`src/sv/pdpdt_pkg.sv`:
```
// ----------------------------------------------------------------------------
// pdpdt_pkg
// Shared constants, types and saturation helpers of the drive distance PID.
// ----------------------------------------------------------------------------
`default_nettype none

package pdpdt_pkg;

  localparam int FracBits = 12;
  localparam int IntBand  = 100;
  localparam int PidBand  = 800;
  localparam int TrimBand = 20;
  localparam int SumMax   = 8388607;
  localparam int SumMin   = -8388608;
  localparam int SpdMax   = 1023;
  localparam int SpdMin   = -1024;

  // request kinds on tuser
  localparam logic ReqStart = 1'b0;
  localparam logic ReqTick  = 1'b1;

  // configuration register indexes
  localparam int CfgIdxW = 3;
  localparam logic [CfgIdxW-1:0] CfgTarget = 3'd0;
  localparam logic [CfgIdxW-1:0] CfgGainP  = 3'd1;
  localparam logic [CfgIdxW-1:0] CfgGainI  = 3'd2;
  localparam logic [CfgIdxW-1:0] CfgGainD  = 3'd3;
  localparam logic [CfgIdxW-1:0] CfgTrimP  = 3'd4;
  localparam logic [CfgIdxW-1:0] CfgTrimI  = 3'd5;
  localparam logic [CfgIdxW-1:0] CfgRamp   = 3'd6;

  // register defaults after reset
  localparam logic [15:0] GainPRst = 16'd1229;
  localparam logic [15:0] GainIRst = 16'd8;
  localparam logic [15:0] GainDRst = 16'd1229;
  localparam logic [15:0] TrimPRst = 16'd2867;
  localparam logic [15:0] TrimIRst = 16'd41;
  localparam logic [7:0]  RampRst  = 8'd5;

  // control from the distance loop to the side trim
  typedef struct packed {
    logic upd;       // tick of a running move: update trim state
    logic clr;       // start beat: clear trim state
    logic tgt_pos;   // target above zero
    logic tgt_neg;   // target below zero
  } trim_ctrl_t;

  function automatic logic signed [23:0] sat24(input logic signed [24:0] s);
    logic signed [23:0] r;
    if (s > 25'(SumMax)) begin
      r = 24'(SumMax);
    end else if (s < 25'(SumMin)) begin
      r = 24'(SumMin);
    end else begin
      r = s[23:0];
    end
    return r;
  endfunction

  // Q.12 to rpm: round to nearest with ties up, then clamp to 11 bits
  function automatic logic signed [10:0] to_rpm(input logic signed [42:0] q);
    logic signed [43:0] v;
    logic signed [31:0] r;
    logic signed [10:0] o;
    v = 44'(q) + 44'sd2048;
    r = 32'(v >>> FracBits);
    if (r > 32'(SpdMax)) begin
      o = 11'(SpdMax);
    end else if (r < 32'(SpdMin)) begin
      o = 11'(SpdMin);
    end else begin
      o = r[10:0];
    end
    return o;
  endfunction

endpackage

`default_nettype wire

```
`src/sv/pdpdt_trim.sv`:
```
// ----------------------------------------------------------------------------
// pdpdt_trim
// Side-to-side PI trim on the drift of absolute positions; side speeds.
// ----------------------------------------------------------------------------
`default_nettype none

module pdpdt_trim (
  input  wire logic                     clk_i,
  input  wire logic                     rst_ni,
  input  wire pdpdt_pkg::trim_ctrl_t    ctrl_i,
  input  wire logic signed [15:0]       left_position_i,
  input  wire logic signed [15:0]       right_position_i,
  input  wire logic signed [31:0]       base_speed_i,
  input  wire logic        [15:0]       trim_gain_p_i,
  input  wire logic        [15:0]       trim_gain_i_i,
  output logic signed [10:0]            left_speed_o,
  output logic signed [10:0]            right_speed_o
);

  logic signed [23:0] trim_sum_q, trim_sum_d;
  logic signed [10:0] last_left_q, last_right_q;

  logic        [16:0] left_abs, right_abs;
  logic signed [17:0] drift;
  logic        [17:0] drift_abs;
  logic signed [34:0] prod_tp;
  logic signed [40:0] prod_ti;
  logic signed [42:0] trim_term;
  logic signed [42:0] base_ext;
  logic signed [10:0] left_spd, right_spd;

  always_comb begin
    left_abs  = left_position_i[15]  ? 17'(-18'(left_position_i))  : 17'(left_position_i);
    right_abs = right_position_i[15] ? 17'(-18'(right_position_i)) : 17'(right_position_i);
    drift     = $signed({1'b0, left_abs}) - $signed({1'b0, right_abs});
    drift_abs = drift[17] ? 18'(-drift) : 18'(drift);

    trim_sum_d = trim_sum_q;
    if (drift != 18'sd0 && drift_abs < 18'(pdpdt_pkg::TrimBand)) begin
      trim_sum_d = pdpdt_pkg::sat24(25'(trim_sum_q) + 25'(drift));
    end

    prod_tp   = 35'(drift) * 35'($signed({1'b0, trim_gain_p_i}));
    prod_ti   = 41'(trim_sum_d) * 41'($signed({1'b0, trim_gain_i_i}));
    trim_term = 43'(prod_tp) + 43'(prod_ti);
    base_ext  = 43'(base_speed_i);

    if (drift == 18'sd0) begin
      left_spd  = pdpdt_pkg::to_rpm(base_ext);
      right_spd = left_spd;
    end else if (ctrl_i.tgt_pos) begin
      left_spd  = pdpdt_pkg::to_rpm(base_ext - trim_term);
      right_spd = pdpdt_pkg::to_rpm(base_ext + trim_term);
    end else if (ctrl_i.tgt_neg) begin
      left_spd  = pdpdt_pkg::to_rpm(base_ext + trim_term);
      right_spd = pdpdt_pkg::to_rpm(base_ext - trim_term);
    end else begin
      // zero target with drift: repeat the previous command
      left_spd  = last_left_q;
      right_spd = last_right_q;
    end
  end

  assign left_speed_o  = left_spd;
  assign right_speed_o = right_spd;

  always_ff @(posedge clk_i or negedge rst_ni) begin
    if (!rst_ni) begin
      trim_sum_q   <= '0;
      last_left_q  <= '0;
      last_right_q <= '0;
    end else if (ctrl_i.clr) begin
      trim_sum_q   <= '0;
      last_left_q  <= '0;
      last_right_q <= '0;
    end else if (ctrl_i.upd) begin
      trim_sum_q   <= trim_sum_d;
      last_left_q  <= left_spd;
      last_right_q <= right_spd;
    end
  end

endmodule

`default_nettype wire

```
`config.mk`:
```
export PLATFORM = sky130hd
export DESIGN_NAME = pdpdt_trim
export DESIGN_NICKNAME = d
export VERILOG_FILES = /design/src/sv/pdpdt_pkg.sv /design/src/sv/pdpdt_trim.sv
export SDC_FILE = /design/constraint.sdc
export NUM_CORES = 2
export LEC_CHECK = 0
export BUFFER_PORTS_ARGS = -buffer_cell sky130_fd_sc_hd__buf_2
export CAP_MARGIN = 10
export CORE_ASPECT_RATIO = 0.6
export CORE_UTILIZATION = 54
export DETAILED_ROUTE_END_ITERATION = 7
export GPL_TIMING_DRIVEN = 0
export PLACE_DENSITY_LB_ADDON = 0.25
export SETUP_SLACK_MARGIN = 0.2
export SYNTH_ARGS = -nofsm -noshare
export SYNTH_HDL_FRONTEND = slang
export SYNTH_SLANG_ARGS = --single-unit
```
`constraint.sdc`:
```
create_clock -name clk_i -period 31.8 [get_ports clk_i]
set_input_delay 6.36 -clock clk_i [delete_from_list [all_inputs] [get_ports clk_i]]
set_output_delay 6.36 -clock clk_i [all_outputs]
set_load 0.005 [all_outputs]
```
### After elaboration in Yosys (flattened, before gate mapping)

Cells that the tools add are included.

* reductions and logical operators: 4
* magnitude comparators: 9
* multipliers: 2
* multiplexer cells: 24
* add/sub/neg operators: 11

Operator list (count)
* 11-bit two-way mux: 16
* 24-bit two-way mux: 5
* 43-bit by 13-bit adder with 44-bit output, second input constant: 2
* 32-bit by 11-bit greater-than comparator with 1-bit output, second input constant: 2
* 32-bit by 11-bit < comparator with 1-bit output, second input constant: 2
* 32-bit by 42-bit adder with 43-bit output: 1
* 32-bit by 42-bit subtractor with 43-bit output: 1
* 35-bit by 41-bit adder with 42-bit output: 1
* 24-bit by 17-bit multiplier with 41-bit output: 1
* 18-bit by 17-bit multiplier with 35-bit output: 1
* 17-bit two-way mux: 2
* 16-bit negation with 17-bit output: 2
* 32-bit by 13-bit adder with 33-bit output, second input constant: 1
* 24-bit by 18-bit adder with 25-bit output: 1
* 25-bit by 24-bit greater-than comparator with 1-bit output, second input constant: 1
* 25-bit by 24-bit < comparator with 1-bit output, second input constant: 1
* 21-bit by 11-bit greater-than comparator with 1-bit output, second input constant: 1
* 21-bit by 11-bit < comparator with 1-bit output, second input constant: 1
* 18-bit zero test: 1
* 18-bit by 5-bit < comparator with 1-bit output, second input constant: 1
* 18-bit two-way mux: 1
* 18-bit negation: 1
* 18-bit nonzero test: 1
* 17-bit by 17-bit subtractor with 18-bit output: 1
* other kinds (2): 2

* input bits: 102
* logic and storage cells: 53
* register bits: 46
* output and inout port bits: 22

### Longest topological paths before layout

* depth in word-level cells: 20
* mapped depth: 81
* mapped depth without buffers: 75

### Worst setup path before layout

OpenSTA, ideal clock, no wires.

* kind: input -> output
* from: input port right_position_i[6]
* to: output port left_speed_o[9]
* arrival time: 22.273 ns
* data required time: 25.440 ns
* slack: 3.167 ns
* buffers on the path: 5
* stages: 68
* cell sequence: nor4_1 nand3_1 nand2_1 xor2_1 ha_1 a21o_1 a21oi_2 o21ai_1 a21o_1 a211o_1 o311a_1 nor2_1 clkbuf_1 ha_1 and4_1 a22o_1 a211o_1 and4_1 (+32 left out) xor2_1 ha_1 inv_1 ha_1 buf_2 nand2_1 o21ai_1 a221o_1 a21o_1 a221o_1 a31oi_1 xor2_1 or3_1 or4_4 a21oi_4 o21ai_1 or3b_1 nand2_1

* longest elaborated chain between the ends: 18
* elaborated cells between the ends (all ways): 33
* classes of those cells: add/sub: 9; mul: 2; order compare: 7; mux: 12; reduce/logical: 3

Ends and longest elaborated chain
* from (decl): line pdpdt_trim.sv:12 `input wire logic signed [15:0] right_position_i,`
* 16-bit negation with 17-bit output: line pdpdt_trim.sv:34 `right_abs = right_position_i[15] ? 17'(-18'(right_position_i)) : 17'(right_position_i);`
* 17-bit two-way mux *: line pdpdt_trim.sv:34
* 17-bit by 17-bit subtractor with 18-bit output *: line pdpdt_trim.sv:35 `drift = $signed({1'b0, left_abs}) - $signed({1'b0, right_abs});`
* 24-bit by 18-bit adder with 25-bit output / 18-bit negation (equally long branches): line pdpdt_trim.sv:40, pdpdt_trim.sv:36
* 25-bit by 24-bit < comparator with 1-bit output / 18-bit two-way mux (equally long branches): line pdpdt_pkg.sv:52, pdpdt_trim.sv:36
* 24-bit two-way mux / 18-bit by 5-bit < comparator with 1-bit output (equally long branches): line pdpdt_pkg.sv:52, pdpdt_trim.sv:39
* 24-bit two-way mux / 1-bit logical AND (equally long branches): line pdpdt_pkg.sv:50, pdpdt_trim.sv:39
* 24-bit two-way mux: line pdpdt_trim.sv:39 `if (drift != 18'sd0 && drift_abs < 18'(pdpdt_pkg::TrimBand)) begin`
* (+2 left out)
* 32-bit by 42-bit adder with 43-bit output: line pdpdt_trim.sv:55 `left_spd = pdpdt_pkg::to_rpm(base_ext + trim_term);`
* 43-bit by 13-bit adder with 44-bit output: line pdpdt_pkg.sv:65 `v = 44'(q) + 44'sd2048;`
* 32-bit by 11-bit < comparator with 1-bit output: line pdpdt_pkg.sv:69 `end else if (r < 32'(SpdMin)) begin`
* 11-bit two-way mux: line pdpdt_pkg.sv:69
* 11-bit two-way mux: line pdpdt_pkg.sv:67 `if (r > 32'(SpdMax)) begin`
* 11-bit two-way mux: line pdpdt_trim.sv:54 `end else if (ctrl_i.tgt_neg) begin`
* 11-bit two-way mux: line pdpdt_trim.sv:51 `end else if (ctrl_i.tgt_pos) begin`
* 11-bit two-way mux *: line pdpdt_trim.sv:48 `if (drift == 18'sd0) begin`
* to (decl): line pdpdt_trim.sv:16 `output logic signed [10:0] left_speed_o,`

Every way passes the cells marked *; elsewhere a longest branch is shown, timed or not.

### Worst setup path after layout

* from: input port right_position_i[6]
* to: output port left_speed_o[2]

The elaborated chain is that of the path after synthesis.

==> impl_metrics.csv <==
group,metric,value,unit
outcome,status,"finished clean",
cts,h-tree-depth,2,
timing,rsz0062_at_grt,"no",
floorplan,rows,76,
cts,cts_tree,"done",
final_layout,final_net_count,5998,
route,postRouteAntennaNets,0,
run,max-cap-violations,0,
route,drcViolationCount,0,
floorplan,pin_count,124,
logic_synthesis,yosys_most_used_dff,"dfrtp_1",
setup_path,crit_arrival,24.80,ns
logic_synthesis,synthDistinctLibCells,106,
setup_path,slowest_delay,0.56,ns
global_routing,gr-usage-met1,55.66,%
global_routing,use_met2,45.67,%
timing,finalHoldViolCount,0,
global_routing,antenna_found_initial,2,
route,viasPerCell,5.730,
placement,gp_congestion,1.008,
setup_path,worst_setup_path_end_kind,"output port",
global_routing,grt_max_degree,47,
setup_path,critPathSlowestCell,"fa_1",
cts,insertion_delay,0.32,ns
logic_synthesis,synth-edff-count,0,
placement,dpl.cell_count,5702,
timing,finalMaxSlewViolations,0,
logic_synthesis,ys_ff_latch,46,
floorplan,dieWidth,349.9,um
route,wl,124.8,mm
setup_path,crit_fanout,10,
cts,cts.clk_slew.worst_paths,0.08,ns
setup_path,cpMostUsedCell,"fa_1",
timing,worst-slew-pin-transition,1.226,ns
worst_hold_path,hp-class,"reg -> reg",
setup_path,path_delay_family,"compound AO/OA/AOI/OAI gates",
setup_path,crit_buf_inv,12,
cts,cts_hold_buf,0,
route,drtPass1Iterations,7,
logic_synthesis,syn_area,39220,sq um
route,via_count,32877,
setup_path,cp.required,25.44,ns
logic_synthesis,synthArstFlopShare,100.0,%
global_routing,use_met3,10.88,%
timing,period_minus_slack,31.16,ns
route,drt_iter0_drc,3581,
logic_synthesis,synthCells,4616,
logic_synthesis,yosysSeqAreaShare,2.935,%
logic_synthesis,syn_nets,5858,
logic_synthesis,syn_avg_cell_area,8.497,sq um
timing,slew_headroom,15.93,%
timing,fin_skew,0.01292,ns
floorplan,initial_core_util,54.63,%
global_routing,grt_pass1_vias,32035,
floorplan,die_area,73750,sq um
setup_path,reg2reg_from,"trim_sum_q[0]",
global_routing,busiest_layer,"met1",
global_routing,grt_use_total,34.70,%
timing,min_period_over_period,97.99,%
final_layout,area_delta_synth_final,6.728,%
logic_synthesis,ys_warn_count,0,
timing,finalSetupViolCount,0,
cts,clk_path_buf_depth,2,
final_layout,final_cells,5738,
setup_path,startpoint_type,"input pin",
timing,max_freq,32.09,MHz
cts,cts_buffers,5,
setup_path,startpoint,"right_position_i[6]",
global_routing,grt_pass1_wl,193.2,mm
route,drt-wirelength-per-cell,21.75,um
setup_path,criticalPathCategory,"in -> out",
placement,dp_hpwl,109.9,mm
cts,cts.sinks,46,
placement,port_buffers,108,
floorplan,fp.coreArea,71790,sq um
global_routing,grt_overflow,0,
final_layout,drive_gt1_share,7.421,%
final_layout,post-route-util,58.30,%
worst_hold_path,hold_path_startpoint,"last_right_q[10]",
cts,cts_root_buf,"clkbuf_16",
floorplan,die_h,210.8,um
[final cells by class]
| class | instances | area, sq um |
|---|---|---|
| Clock inverter | 3 | 43.79 |
| Tap cell | 975 | 1220 |
| Multi-Input combinational cell | 3410 | 33920 |
| Sequential cell | 46 | 1151 |
| Fill cell | 6543 | 29940 |
| Clock buffer | 5 | 125.1 |
| Buffer | 185 | 960.9 |
| Timing Repair Buffer | 132 | 757.0 |
| Inverter | 976 | 3665 |
| Antenna cell | 6 | 15.01 |
[cell usage after synthesis (all sizes together), types with 36 or more instances]
master	instances	area [sq um]
nand2b	61	381.6
nor2	192	738.2
ha	376	4705
inv	975	3660
and3	43	269.0
nor3	76	390.4
xnor2	92	805.8
buf	68	446.7
dfrtp	46	1151
xor2	62	543.0
nand3	50	250.2
nand4	36	231.5
nor2b	121	757.0
nand2	498	1869
a21oi	175	917.1
a21o	61	457.9
o21a	47	355.3
o21ai	133	673.2
clkbuf	117	439.2
fa	764	15290
and2	213	1333
[per-layer routing]
metal,wire length (um),part of all wire [%]
met2,47920,38
met1,58640,47
met4,1623,1.3
met5,109,0.087
met3,16500,13
[timing repair]
item,CTS,global route
endpoints found under the setup margin,22,22
buffers inserted,7,12
cloned,0,1
resized for setup,34,101
pin swaps,3,6
[kinds of logic (layout without fill, tap and decap cells)]
group,count (synthesis),after routing,synth area share (%)
xor+xnor,154,155,3.439
fa+ha+maj,1146,1146,51.15
other cells,2,8,0.01915
simple gates,1378,1378,17.58
mux,37,37,1.212
compound gates,692,692,12.07
buf+inv,1161,1301,11.60
flops,46,46,2.935
[final timing paths]
| path | to | slack (ns) | cells past startpoint |
|---|---|---|---|
| setup / recovery | left_speed_o[2] | 0.64 | 71 |
| min in group asynchronous | trim_sum_q[21] | 5.93 | 1 |
| hold / removal | last_right_q[10] | 0.55 | 2 |
| max in group asynchronous | last_right_q[3] | 25.32 | 2 |
| hold reg to reg | last_right_q[10] | 0.55 | 2 |
| setup reg to reg | last_right_q[5] | 15.47 | 62 |
[registers in the layout, summed over array words and instances, names as in the netlist]
signal	count
last_left_q	11
last_right_q	11
trim_sum_q	24
[metrics by stage]
stage / setup WS, ns / hold WS (ns) / area [sq um] / TNS, ns
floorplan: 3.167 / 0.4856 / 39220 / 0
global placement: -1.212 / 0.5105 / 40980 / -20.96
detailed placement: -1.090 / 0.5229 / 41010 / -18.89
CTS: 0.2232 / 0.5401 / 41390 / 0
global route: 0.09208 / 0.5605 / 41840 / 0
finish: 0.6386 / 0.5468 / 41860 / 0
[worst register-to-register path: cells and delay by family (launching register included)]
| kind | cells | cell delay [ns] |
|---|---|---|
| AO/OA/AOI/OAI | 21 | 4.93 |
| XOR/XNOR | 1 | 0.23 |
| adder cells (fa/ha/maj) | 13 | 5.72 |
| buffers and inverters | 13 | 1.76 |
| flip-flops | 1 | 0.43 |
| multiplexers | 1 | 0.38 |
| AND/OR/NAND/NOR | 13 | 2.82 |
[cell usage in the layout, fill, tap and decap left out, types with 46 or more instances in the layout]
master,count
nand2_1,496
a21oi_1,163
xor2_1,60
fa_1,764
buf_2,140
nand2b_1,61
inv_1,975
a21o_1,60
nor2b_1,121
nand3_1,49
clkbuf_1,96
dfrtp_1,46
o21ai_0,107
nor3_1,72
nor2_1,184
and2_1,212
xnor2_1,87
ha_1,375
Power is not shown: default switching activity piles up to over one toggle a cycle in this logic, so the estimate is an artifact.
